===== src/design/afs_pkg.sv =====
package afs_pkg;

  // Table geometry
  localparam int MaxFrames = 16;
  localparam int FrameW    = $clog2(MaxFrames);

  // Field widths
  localparam int CountW    = 5;
  localparam int DurW      = 16;
  localparam int TickW     = 16;
  localparam int SpeedW    = 12;
  localparam int CfgDataW  = 12;
  localparam int OutTimeW  = 16;

  // Elapsed time is signed with FracW fraction bits
  localparam int FracW     = 8;
  localparam int ElapsedW  = 32;

  // Sum of all durations in whole time units
  localparam int TotalW    = DurW + FrameW;
  // Whole-unit part of a non-negative elapsed value
  localparam int DvdW      = ElapsedW - 1 - FracW;
  localparam int ModCntW   = $clog2(DvdW);
  localparam int RemW      = TotalW + FracW;
  // Unsigned tick times signed speed
  localparam int ProdW     = TickW + 1 + SpeedW;

  localparam logic signed [SpeedW-1:0] SpeedReset = SpeedW'(256);

  typedef enum logic {
    FuncWrite = 1'b0,
    FuncTick  = 1'b1
  } func_t;

  typedef enum logic [1:0] {
    CfgFrameCount = 2'd0,
    CfgLoopEnable = 2'd1,
    CfgPlaying    = 2'd2,
    CfgSpeed      = 2'd3
  } cfg_idx_t;

  typedef struct packed {
    func_t             func;
    logic [3:0]        duration_index;
    logic [DurW-1:0]   duration_value;
    logic [TickW-1:0]  tick_time;
  } in_item_t;

  typedef struct packed {
    logic [3:0]          frame_index;
    logic [OutTimeW-1:0] elapsed_time;
  } out_item_t;

  // Controller to datapath
  typedef struct packed {
    logic wr_en;
    logic cap_tick;
    logic clamp;
    logic mul;
    logic add;
    logic cnt_clr;
    logic sum_acc;
    logic rd_en;
    logic rd_frame;
    logic f_inc;
    logic f_dec;
    logic f_zero;
    logic f_last;
    logic e_sub_d;
    logic e_add_d;
    logic e_set_d;
    logic e_clr;
    logic mod_start;
    logic load_out;
  } cmd_t;

  // Datapath to controller
  typedef struct packed {
    logic run;
    logic backward;
    logic loop;
    logic cnt_last;
    logic d_nz;
    logic e_lt_d;
    logic f_lt_last;
    logic f_nz;
    logic e_neg;
    logic d0_nz;
    logic e_lt_neg_t;
    logic mod_done;
  } status_t;

endpackage


===== src/design/afs_mod.sv =====
module afs_mod (
  input  logic                                clk,
  input  logic                                rst,
  input  logic                                start,
  input  logic [afs_pkg::ElapsedW-2:0]        value,
  input  logic [afs_pkg::TotalW-1:0]          divisor,
  output logic                                done,
  output logic [afs_pkg::RemW-1:0]            rem_q8
);

  logic                          busy;
  logic [afs_pkg::ModCntW-1:0]   cnt;
  logic [afs_pkg::DvdW-1:0]      dvd;
  logic [afs_pkg::FracW-1:0]     frac;
  logic [afs_pkg::TotalW-1:0]    div;
  logic [afs_pkg::TotalW-1:0]    rem;
  logic [afs_pkg::TotalW:0]      shifted;
  logic [afs_pkg::TotalW:0]      diff;
  logic [afs_pkg::TotalW-1:0]    rem_next;

  // Divisor is whole units, so the fraction bits pass through untouched
  assign shifted  = {rem, dvd[afs_pkg::DvdW-1]};
  assign diff     = shifted - {1'b0, div};
  assign rem_next = diff[afs_pkg::TotalW] ? shifted[afs_pkg::TotalW-1:0]
                                          : diff[afs_pkg::TotalW-1:0];

  always_ff @(posedge clk) begin
    if (rst) begin
      busy <= 1'b0;
      done <= 1'b0;
    end else begin
      done <= 1'b0;
      if (start) begin
        busy <= 1'b1;
      end else if (busy && cnt == '0) begin
        busy <= 1'b0;
        done <= 1'b1;
      end
    end
  end

  always_ff @(posedge clk) begin
    if (start) begin
      cnt  <= afs_pkg::ModCntW'(afs_pkg::DvdW - 1);
      dvd  <= value[afs_pkg::ElapsedW-2:afs_pkg::FracW];
      frac <= value[afs_pkg::FracW-1:0];
      div  <= divisor;
      rem  <= '0;
    end else if (busy) begin
      cnt <= cnt - 1'b1;
      dvd <= {dvd[afs_pkg::DvdW-2:0], 1'b0};
      rem <= rem_next;
    end
  end

  assign rem_q8 = {rem, frac};

  a_no_restart: assert property (@(posedge clk) disable iff (rst) start |-> !busy)
    else $error("remainder unit restarted while busy");
  a_fixed_latency: assert property (@(posedge clk) disable iff (rst)
    start |-> ##(afs_pkg::DvdW + 1) done)
    else $error("remainder unit latency wrong");

endmodule


===== src/design/afs_dpath.sv =====
module afs_dpath (
  input  logic                             clk,
  input  logic                             rst,
  input  afs_pkg::in_item_t                in_data,
  input  logic                             cfg_valid,
  input  afs_pkg::cfg_idx_t                cfg_index,
  input  logic [afs_pkg::CfgDataW-1:0]     cfg_data,
  input  afs_pkg::cmd_t                    cmd,
  output afs_pkg::status_t                 status,
  output afs_pkg::out_item_t               out_data
);

  // Configuration
  logic [afs_pkg::CountW-1:0]         frames_used;
  logic                               loop_enable;
  logic                               playing;
  logic signed [afs_pkg::SpeedW-1:0]  speed;

  // Playback state
  logic [afs_pkg::FrameW-1:0]         frame;
  logic signed [afs_pkg::ElapsedW-1:0] elapsed;
  logic signed [afs_pkg::ElapsedW-1:0] elapsed_next;

  // Working registers
  logic [afs_pkg::TickW-1:0]          tick;
  logic signed [afs_pkg::ProdW-1:0]   prod;
  logic [afs_pkg::FrameW-1:0]         cnt;
  logic [afs_pkg::TotalW-1:0]         total;
  logic                               d0_nz;
  logic [afs_pkg::DurW-1:0]           rd_data;
  logic [afs_pkg::DurW-1:0]           dur_mem [afs_pkg::MaxFrames];

  logic [afs_pkg::CountW-1:0]         n_eff;
  logic [afs_pkg::CountW-1:0]         n_last;
  logic [afs_pkg::FrameW-1:0]         rd_addr;
  logic signed [afs_pkg::ElapsedW-1:0] dq;
  logic [afs_pkg::ElapsedW-1:0]       tq;
  logic signed [afs_pkg::ElapsedW:0]  sat_sum;
  logic [afs_pkg::ElapsedW:0]         neg_t_sum;
  logic [afs_pkg::ElapsedW-2:0]       mod_value;
  logic                               mod_done;
  logic [afs_pkg::RemW-1:0]           mod_rem;
  logic [afs_pkg::ElapsedW-1:0]       mod_ext;

  always_ff @(posedge clk) begin
    if (rst) begin
      frames_used <= '0;
      loop_enable <= 1'b0;
      playing     <= 1'b0;
      speed       <= afs_pkg::SpeedReset;
    end else if (cfg_valid) begin
      unique case (cfg_index)
        afs_pkg::CfgFrameCount: frames_used <= cfg_data[afs_pkg::CountW-1:0];
        afs_pkg::CfgLoopEnable: loop_enable <= cfg_data[0];
        afs_pkg::CfgPlaying:    playing     <= cfg_data[0];
        afs_pkg::CfgSpeed:      speed       <= $signed(cfg_data[afs_pkg::SpeedW-1:0]);
        default:                ;
      endcase
    end
  end

  assign n_eff  = (frames_used > afs_pkg::CountW'(afs_pkg::MaxFrames))
                  ? afs_pkg::CountW'(afs_pkg::MaxFrames) : frames_used;
  assign n_last = n_eff - 1'b1;

  // Duration store, one read port with registered data
  assign rd_addr = cmd.rd_frame ? frame : cnt;

  always_ff @(posedge clk) begin
    if (cmd.wr_en) begin
      dur_mem[afs_pkg::FrameW'(in_data.duration_index)] <= in_data.duration_value;
    end
    if (cmd.rd_en) begin
      rd_data <= dur_mem[rd_addr];
    end
  end

  always_ff @(posedge clk) begin
    if (cmd.cap_tick) begin
      tick <= in_data.tick_time;
    end
    if (cmd.mul) begin
      prod <= $signed({1'b0, tick}) * speed;
    end
    if (cmd.cnt_clr) begin
      cnt   <= '0;
      total <= '0;
    end else if (cmd.sum_acc) begin
      cnt   <= cnt + 1'b1;
      total <= total + afs_pkg::TotalW'(rd_data);
      if (cnt == '0) begin
        d0_nz <= (rd_data != '0);
      end
    end
  end

  // Duration and total scaled to the elapsed format
  assign dq = $signed({(afs_pkg::ElapsedW - afs_pkg::DurW - afs_pkg::FracW)'(0),
                       rd_data, afs_pkg::FracW'(0)});
  assign tq = {(afs_pkg::ElapsedW - afs_pkg::TotalW - afs_pkg::FracW)'(0),
               total, afs_pkg::FracW'(0)};

  assign sat_sum = {elapsed[afs_pkg::ElapsedW-1], elapsed}
                 + {{(afs_pkg::ElapsedW + 1 - afs_pkg::ProdW){prod[afs_pkg::ProdW-1]}}, prod};
  assign neg_t_sum = {elapsed[afs_pkg::ElapsedW-1], elapsed} + {1'b0, tq};

  // Backward reduction works on -e-1, which is the bitwise inverse
  assign mod_value = speed[afs_pkg::SpeedW-1] ? ~elapsed[afs_pkg::ElapsedW-2:0]
                                               : elapsed[afs_pkg::ElapsedW-2:0];
  assign mod_ext   = {(afs_pkg::ElapsedW - afs_pkg::RemW)'(0), mod_rem};

  afs_mod u_mod (
    .clk     (clk),
    .rst     (rst),
    .start   (cmd.mod_start),
    .value   (mod_value),
    .divisor (total),
    .done    (mod_done),
    .rem_q8  (mod_rem)
  );

  always_comb begin
    elapsed_next = elapsed;
    if (cmd.add) begin
      if (sat_sum[afs_pkg::ElapsedW] != sat_sum[afs_pkg::ElapsedW-1]) begin
        elapsed_next = sat_sum[afs_pkg::ElapsedW]
                       ? {1'b1, {(afs_pkg::ElapsedW-1){1'b0}}}
                       : {1'b0, {(afs_pkg::ElapsedW-1){1'b1}}};
      end else begin
        elapsed_next = sat_sum[afs_pkg::ElapsedW-1:0];
      end
    end else if (cmd.e_sub_d) begin
      elapsed_next = elapsed - dq;
    end else if (cmd.e_add_d) begin
      elapsed_next = elapsed + dq;
    end else if (cmd.e_set_d) begin
      elapsed_next = dq;
    end else if (cmd.e_clr) begin
      elapsed_next = '0;
    end else if (mod_done) begin
      elapsed_next = speed[afs_pkg::SpeedW-1] ? $signed(~mod_ext) : $signed(mod_ext);
    end
  end

  always_ff @(posedge clk) begin
    if (rst) begin
      frame   <= '0;
      elapsed <= '0;
    end else begin
      elapsed <= elapsed_next;
      if (cmd.clamp) begin
        if (n_eff == '0) begin
          frame <= '0;
        end else if (afs_pkg::CountW'(frame) >= n_eff) begin
          frame <= n_last[afs_pkg::FrameW-1:0];
        end
      end else if (cmd.f_inc) begin
        frame <= frame + 1'b1;
      end else if (cmd.f_dec) begin
        frame <= frame - 1'b1;
      end else if (cmd.f_zero) begin
        frame <= '0;
      end else if (cmd.f_last) begin
        frame <= n_last[afs_pkg::FrameW-1:0];
      end
    end
  end

  // Result register: negative time reads as zero, large time saturates
  always_ff @(posedge clk) begin
    if (cmd.load_out) begin
      out_data.frame_index <= 4'(frame);
      if (elapsed[afs_pkg::ElapsedW-1]) begin
        out_data.elapsed_time <= '0;
      end else if (|elapsed[afs_pkg::ElapsedW-2:afs_pkg::FracW+afs_pkg::OutTimeW]) begin
        out_data.elapsed_time <= '1;
      end else begin
        out_data.elapsed_time <= elapsed[afs_pkg::FracW+afs_pkg::OutTimeW-1:afs_pkg::FracW];
      end
    end
  end

  assign status.run        = playing && (n_eff != '0) && (speed != '0);
  assign status.backward   = speed[afs_pkg::SpeedW-1];
  assign status.loop       = loop_enable;
  assign status.cnt_last   = (afs_pkg::CountW'(cnt) == n_last);
  assign status.d_nz       = (rd_data != '0);
  assign status.e_lt_d     = (elapsed < dq);
  assign status.f_lt_last  = (afs_pkg::CountW'(frame) < n_last);
  assign status.f_nz       = (frame != '0);
  assign status.e_neg      = elapsed[afs_pkg::ElapsedW-1];
  assign status.d0_nz      = d0_nz;
  assign status.e_lt_neg_t = neg_t_sum[afs_pkg::ElapsedW];
  assign status.mod_done   = mod_done;

  a_clamped: assert property (@(posedge clk) disable iff (rst)
    cmd.clamp |=> (afs_pkg::CountW'(frame) < $past(n_eff))
               || (frame == '0 && $past(n_eff) == '0))
    else $error("frame outside the frames in use after clamp");

endmodule


===== src/design/afs_ctrl.sv =====
module afs_ctrl (
  input  logic               clk,
  input  logic               rst,
  input  logic               in_valid,
  output logic               in_ready,
  input  afs_pkg::func_t     in_func,
  output logic               out_valid,
  input  logic               out_ready,
  output afs_pkg::cmd_t      cmd,
  input  afs_pkg::status_t   status
);

  typedef enum logic [16:0] {
    S_IDLE     = 17'b0_0000_0000_0000_0001,
    S_CLAMP    = 17'b0_0000_0000_0000_0010,
    S_MUL      = 17'b0_0000_0000_0000_0100,
    S_ADD      = 17'b0_0000_0000_0000_1000,
    S_SUM_RD   = 17'b0_0000_0000_0001_0000,
    S_SUM_ACC  = 17'b0_0000_0000_0010_0000,
    S_F_RD     = 17'b0_0000_0000_0100_0000,
    S_F_STEP   = 17'b0_0000_0000_1000_0000,
    S_B_CHK    = 17'b0_0000_0001_0000_0000,
    S_B_RD     = 17'b0_0000_0010_0000_0000,
    S_B_ADD    = 17'b0_0000_0100_0000_0000,
    S_BW_RD    = 17'b0_0000_1000_0000_0000,
    S_BW_ADD   = 17'b0_0001_0000_0000_0000,
    S_BW_CHK   = 17'b0_0010_0000_0000_0000,
    S_MOD_GO   = 17'b0_0100_0000_0000_0000,
    S_MOD_WAIT = 17'b0_1000_0000_0000_0000,
    S_OUT      = 17'b1_0000_0000_0000_0000
  } state_t;

  state_t state;
  state_t state_next;
  logic   accept;
  logic   out_free;

  assign in_ready = (state == S_IDLE);
  assign accept   = in_valid && in_ready;
  assign out_free = !out_valid || out_ready;

  always_comb begin
    cmd        = '0;
    state_next = state;
    unique case (state)
      S_IDLE: begin
        if (accept) begin
          if (in_func == afs_pkg::FuncWrite) begin
            cmd.wr_en  = 1'b1;
            state_next = S_OUT;
          end else begin
            cmd.cap_tick = 1'b1;
            state_next   = S_CLAMP;
          end
        end
      end
      S_CLAMP: begin
        cmd.clamp  = 1'b1;
        state_next = status.run ? S_MUL : S_OUT;
      end
      S_MUL: begin
        cmd.mul    = 1'b1;
        state_next = S_ADD;
      end
      S_ADD: begin
        cmd.add     = 1'b1;
        cmd.cnt_clr = 1'b1;
        state_next  = S_SUM_RD;
      end
      S_SUM_RD: begin
        cmd.rd_en  = 1'b1;
        state_next = S_SUM_ACC;
      end
      S_SUM_ACC: begin
        cmd.sum_acc = 1'b1;
        if (status.cnt_last) begin
          state_next = status.backward ? S_B_CHK : S_F_RD;
        end else begin
          state_next = S_SUM_RD;
        end
      end
      S_F_RD: begin
        cmd.rd_en    = 1'b1;
        cmd.rd_frame = 1'b1;
        state_next   = S_F_STEP;
      end
      S_F_STEP: begin
        priority if (status.d_nz && status.e_lt_d) begin
          state_next = S_OUT;
        end else if (status.f_lt_last) begin
          cmd.e_sub_d = status.d_nz;
          cmd.f_inc   = 1'b1;
          state_next  = S_F_RD;
        end else if (status.loop) begin
          if (status.d_nz) begin
            cmd.e_sub_d = 1'b1;
            cmd.f_zero  = 1'b1;
            state_next  = S_MOD_GO;
          end else begin
            state_next = S_OUT;
          end
        end else begin
          cmd.e_set_d = status.d_nz;
          state_next  = S_OUT;
        end
      end
      S_B_CHK: begin
        priority if (!status.e_neg) begin
          state_next = S_OUT;
        end else if (status.f_nz) begin
          cmd.f_dec  = 1'b1;
          state_next = S_B_RD;
        end else if (status.loop) begin
          if (status.d0_nz) begin
            cmd.f_last = 1'b1;
            state_next = S_BW_RD;
          end else begin
            state_next = S_OUT;
          end
        end else begin
          cmd.e_clr  = 1'b1;
          state_next = S_OUT;
        end
      end
      S_B_RD: begin
        cmd.rd_en    = 1'b1;
        cmd.rd_frame = 1'b1;
        state_next   = S_B_ADD;
      end
      S_B_ADD: begin
        cmd.e_add_d = 1'b1;
        state_next  = S_B_CHK;
      end
      S_BW_RD: begin
        cmd.rd_en    = 1'b1;
        cmd.rd_frame = 1'b1;
        state_next   = S_BW_ADD;
      end
      S_BW_ADD: begin
        cmd.e_add_d = 1'b1;
        state_next  = S_BW_CHK;
      end
      S_BW_CHK: begin
        state_next = status.e_lt_neg_t ? S_MOD_GO : S_B_CHK;
      end
      S_MOD_GO: begin
        cmd.mod_start = 1'b1;
        state_next    = S_MOD_WAIT;
      end
      S_MOD_WAIT: begin
        if (status.mod_done) begin
          state_next = status.backward ? S_B_CHK : S_F_RD;
        end
      end
      S_OUT: begin
        if (out_free) begin
          cmd.load_out = 1'b1;
          state_next   = S_IDLE;
        end
      end
      default: begin
        state_next = S_IDLE;
      end
    endcase
  end

  always_ff @(posedge clk) begin
    if (rst) begin
      state     <= S_IDLE;
      out_valid <= 1'b0;
    end else begin
      state <= state_next;
      if (cmd.load_out) begin
        out_valid <= 1'b1;
      end else if (out_ready) begin
        out_valid <= 1'b0;
      end
    end
  end

  a_done_in_wait: assert property (@(posedge clk) disable iff (rst)
    status.mod_done |-> state == S_MOD_WAIT)
    else $error("remainder result arrived outside its wait state");
  a_out_handoff: assert property (@(posedge clk) disable iff (rst)
    (state == S_OUT && out_free) |=> (state == S_IDLE && out_valid))
    else $error("finished result not handed to the output register");

endmodule


===== src/design/animation_frame_sequencer_core.sv =====
// Sprite animation sequencer. Holds a table of frame durations (whole time
// units, zero marks a frame to skip), a current frame and a signed elapsed
// time with 8 fraction bits. An input word with func = write stores one
// duration; func = tick clamps the frame to the frames in use, and while
// playing advances elapsed time by tick_time * speed (saturating) and walks
// forward or backward over the durations, wrapping when looping or stopping
// at the ends. Every input word yields exactly one result word: the frame and
// the whole part of the elapsed time, clamped to 0..65535. One word is in
// flight at a time; in_ready is high only while the block is idle. A playing
// tick sums the duration table through its single read port, then steps
// frame by frame forward or backward; every forward wrap and every backward
// wrap that has whole passes to fold waits on the remainder unit, which
// retires one quotient bit per cycle. A finished result waits in the
// output register until taken. The configuration port is always ready;
// write it only while no word is in flight. Durations read before they
// were ever written are undefined.
module animation_frame_sequencer_core (
  input  logic                            clk,
  input  logic                            rst,
  input  logic                            in_valid,
  output logic                            in_ready,
  input  afs_pkg::in_item_t               in_data,
  output logic                            out_valid,
  input  logic                            out_ready,
  output afs_pkg::out_item_t              out_data,
  input  logic                            cfg_valid,
  output logic                            cfg_ready,
  input  afs_pkg::cfg_idx_t               cfg_index,
  input  logic [afs_pkg::CfgDataW-1:0]    cfg_data
);

  afs_pkg::cmd_t    cmd;
  afs_pkg::status_t status;

  // Each config word is a plain register write, so never stall it
  assign cfg_ready = 1'b1;

  // Sequence the walk: one state per table read, add or remainder wait
  afs_ctrl u_ctrl (
    .clk       (clk),
    .rst       (rst),
    .in_valid  (in_valid),
    .in_ready  (in_ready),
    .in_func   (in_data.func),
    .out_valid (out_valid),
    .out_ready (out_ready),
    .cmd       (cmd),
    .status    (status)
  );

  // Hold the table, playback state, config registers and result register
  afs_dpath u_dpath (
    .clk       (clk),
    .rst       (rst),
    .in_data   (in_data),
    .cfg_valid (cfg_valid),
    .cfg_index (cfg_index),
    .cfg_data  (cfg_data),
    .cmd       (cmd),
    .status    (status),
    .out_data  (out_data)
  );

endmodule


===== config.mk =====
export PLATFORM = sky130hd
export DESIGN_NAME = animation_frame_sequencer_core
export DESIGN_NICKNAME = d
export VERILOG_FILES = /design/src/design/afs_pkg.sv /design/src/design/afs_mod.sv /design/src/design/afs_dpath.sv /design/src/design/afs_ctrl.sv /design/src/design/animation_frame_sequencer_core.sv
export SDC_FILE = /design/constraint.sdc
export NUM_CORES = 2
export LEC_CHECK = 0
export ABC_AREA = 1
export ABC_CLOCK_PERIOD_IN_PS = 7800
export BUFFER_PORTS_ARGS = -buffer_cell sky130_fd_sc_hd__buf_4
export CORE_ASPECT_RATIO = 1.2
export CORE_MARGIN = 5
export CORE_UTILIZATION = 59
export DETAILED_ROUTE_END_ITERATION = 8
export PLACE_DENSITY = 0.74
export SLEW_MARGIN = 20
export SYNTH_ARGS = -nofsm -noshare
export SYNTH_HDL_FRONTEND = slang
export SYNTH_SLANG_ARGS = --single-unit

===== constraint.sdc =====
create_clock -name clk -period 7.8 [get_ports clk]
set_input_delay 0.78 -clock clk [delete_from_list [all_inputs] [get_ports clk]]
set_output_delay 0.78 -clock clk [all_outputs]
set_load 0.05 [all_outputs]

==> summary.md <==
| Metric | Value |
|---|---|
| Clock-pin slew on the worst setup and hold paths | `60 ps` |
| Vias per cell | `5.667` |
| Post-Syn Instances | `4220` |
| DRT antenna net count | `0` |
| Residual DRC | `0` |
| Grt ovf | `0` |
| Syn Area/Cell | `8.405 sq um` |
| Data required, critical path | `8150 ps` |
| Finished Cell Area | `0.03859 sq mm` |
| Post-synthesis cell type count | `60` |
| Clk_skew | `54.13 ps` |
| Top-Level Pins | `79` |
| Leak Pwr | `18.07 nW` |
| CTS tree | `done` |
| WP data arrival | `6390 ps` |
| Post-synthesis register bit count | `513` |
| Iter 0 DRT Violations | `2455` |
| Clk buf depth | `3` |
| Min Tclk post-route | `approximately 6000 ps` |
| Multi-input logic area | `0.01798 sq mm` |
| Slew headroom | `about 26%` |
| Port Buf Inserts | `77` |
| Clk sinks | `513` |
| IR drop worst, VDD | `0.2317 mV` |
| Vias | `28770` |
| Net Count, Synth | `4639` |
| H-Tree Depth | `2` |
| EDFF count, synth | `389` |
| Starting density of the core | `59.52%` |
| P&R area growth vs syn | `8.798%` |
| WL final | `roughly 95000 um` |
| Cell taking the most area after synthesis | `edfxtp_1` |
| Fin cells | `5077` |
| Avg WL per Cell | `18.80 um` |
| Total of max-cap violations | `0` |
| Die X | `between 200 and 250 um` |
| GRT Total Usage | `29.25%` |
| RSZ-0062 raised after global routing | `false` |
| Nets | `4652` |
| Overall power | `6.680 mW` |
| FF/Latch Area | `0.01417 sq mm` |
| Slew Viols, Final | `0` |
| Critical path type | `reg -> reg` |
| Power per Cell Area | `roughly 170 mW/mm^2` |
| Post-CTS setup buffer count | `0` |
| Resized Gates After CTS | `0` |
| # rows | `98` |
| Share of the synthesized area in the top cell type | `32.93%` |
| N_diodes | `0` |
| CP Max Fanout | `18` |
| Share of cells above drive strength 1 | `6.406%` |
| Root Buffer | `clkbuf_16` |
| Worst-Skew Late Latency | `~650 ps` |
| Die area | `0.06514 sq mm` |
| Synth Flop Type | `edfxtp_1` |
| Final setup fails | `0` |
| Setup crit end kind | `flip-flop` |
| Asr flop ratio synth | `0%` |
| CORE AREA | `0.05959 sq mm` |
| Mapped Area | `~0.035 sq mm` |
| Cell Area, Placed | `0.03670 sq mm` |
| Largest net degree at the start of global routing | `127` |
| GP Congestion | `0.9856` |
| Placed cells | `between 4000 and 5000` |
| Hold Slack | `about 350 ps` |
| Tightest Pin Transition | `1114 ps` |
| Startpoint type of the worst setup path | `flip-flop` |
| First-pass GRT wire length | `151200 um` |
| Initial antenna violation count | `1` |
| Area contributors post-synth | `edfxtp_1, nand2_1, fa_1, ha_1, inv_1` |
| Fill count | `5067` |
| Hold Path Class | `in -> reg` |
| Sequential share of the synthesized area | `39.93%` |
| Setup TNS Final | `0 ps` |
| Hold Fails Final Rpt | `0` |
| Final HPWL DP | `69080 um` |
| Die Ht | `approximately 280 um` |
| DR pass1 iterations | `7` |
| Period utilization | `77.42%` |
| Vias in the first global route | `roughly 28000` |
| Ys Warns | `0` |
| Status | `finished, final reports clean` |
| Fmax | `165.6 MHz` |
| TritonCTS buffer count | `52` |
| Hold buffer count at CTS | `0` |
## stage by stage
step                      worst slack, ps  utilization [%]
after floorplan                      2070                -
after global placement               1978            61.59
after detailed placement             1845            61.59
after CTS                            1836            64.75
after global routing                 1361            64.76
final                                1761            64.76
## synthesized netlist by cell type (3+ instances only)
cell        n
a21o_1     12
nand2_2     6
o21ai_1    22
a21oi_2     4
buf_1       4
nand3b_1    6
nand3_1   216
a21boi_0    7
clkbuf_1   94
ha_1      217
xnor2_1    60
nor2_1    283
inv_1     683
nand2_1   922
a31oi_1     9
o22ai_1     5
dfxtp_1   124
a211oi_1    3
nand4_1    39
buf_4      14
buf_6       4
buf_2      47
nor2_2      6
or2_2      14
nor4_1     18
o21ai_0   256
nor3_1     92
o211ai_1  145
edfxtp_1  389
inv_2      10
fa_1      146
o21bai_1   17
o21a_1      6
a21oi_1   209
xor2_1     95
clkinv_1    4
## registers in the layout, summed over array words and instances, names as in the netlist, 17 cells and up
signal	flops
u_dpath.prod	29
u_dpath.elapsed	32
u_ctrl.state	17
u_dpath.total	20
u_dpath.u_mod.rem	20
u_dpath.out_data	20
u_dpath.u_mod.div	20
u_dpath.u_mod.dvd	23
u_dpath.dur_mem	256
## placed cells by master (no fill, tap or decap), types with 17 or more instances in the layout
cell type  synthesis  routed
nand4_1           39      39
nor4_1            18      17
nor2_1           283     277
clkbuf_16          0      53
nand2_1          922     922
nand3_1          216     216
o21bai_1          17      17
o21ai_0          256     256
a21oi_1          209     209
xnor2_1           60      60
ha_1             217     217
xor2_1            95      95
nor3_1            92      91
buf_4             14     122
fa_1             146     146
edfxtp_1         389     389
o211ai_1         145     145
inv_1            683     683
dfxtp_1          124     123
o21ai_1           22      22
## worst max-delay path: stages (launching register included)
cell      delay (ps)
dfxtp_1          760
nand2_1          180
fa_1             590
fa_1             460
fa_1             510
inv_1             60
fa_1             520
inv_1             50
fa_1             520
inv_1             40
ha_1             340
nand2_1          110
inv_1             40
a21oi_1          210
o21ai_0          170
a21boi_0         400
o21ai_0          210
a21oi_1          290
o21ai_0          150
nand2_1           70
nand2_1           60
## final cells by class
class | count | area share (%)
clock buffer | 60 | 3.557
multi-input combinational | 2845 | 46.60
timing repair buffer | 123 | 2.425
sequential | 513 | 36.71
clock inverter | 38 | 1.323
tap | 800 | 2.594
inverter | 698 | 6.793
## kinds of logic (layout without fill, tap and decap cells)
kind of cell,Yosys count,after routing,synth area share [%]
adder cells (fa/ha/maj),363,363,15.90
flip-flops,513,513,39.93
other,1,1,0.01057
XOR/XNOR,155,155,3.827
buffers and inverters,862,919,9.528
AO/OA/AOI/OAI,707,707,11.54
AND/OR/NAND/NOR,1619,1619,19.27
## power by group
part | total (mW) | switching, mW | internal [mW] | leakage, nW
registers | 3.04 | 0.0547 | 2.99 | 4.46
clock network | 2.70 | 1.12 | 1.58 | 0.907
logic | 0.934 | 0.591 | 0.343 | 12.7
total | 6.68 | 1.77 | 4.91 | 18.1
## per-layer routing
layer	track usage [%]	vias up	share of wire (%)
met2	47.73	1171	47
met5	0	-	0.014
met3	4.520	256	7.6
met1	39.10	13450	41
li1	-	13900	-
met4	12.35	2	4.8
## final timing paths
path,from,endpoint,slack (ps),cells past startpoint
setup / recovery,u_dpath.speed[5]$_SDFFE_PP0P_,u_dpath.prod[23]$_DFFE_PP_,1760,20
hold reg to reg,u_dpath.total[0]$_SDFFE_PP0P_,u_dpath.u_mod.div[0]$_DFFE_PP_,490,0
hold / removal,in_data[13],u_dpath.tick[13]$_DFFE_PP_,350,1
setup reg to reg,u_dpath.speed[5]$_SDFFE_PP0P_,u_dpath.prod[23]$_DFFE_PP_,1760,20
Power figures use the tool's default switching activity.
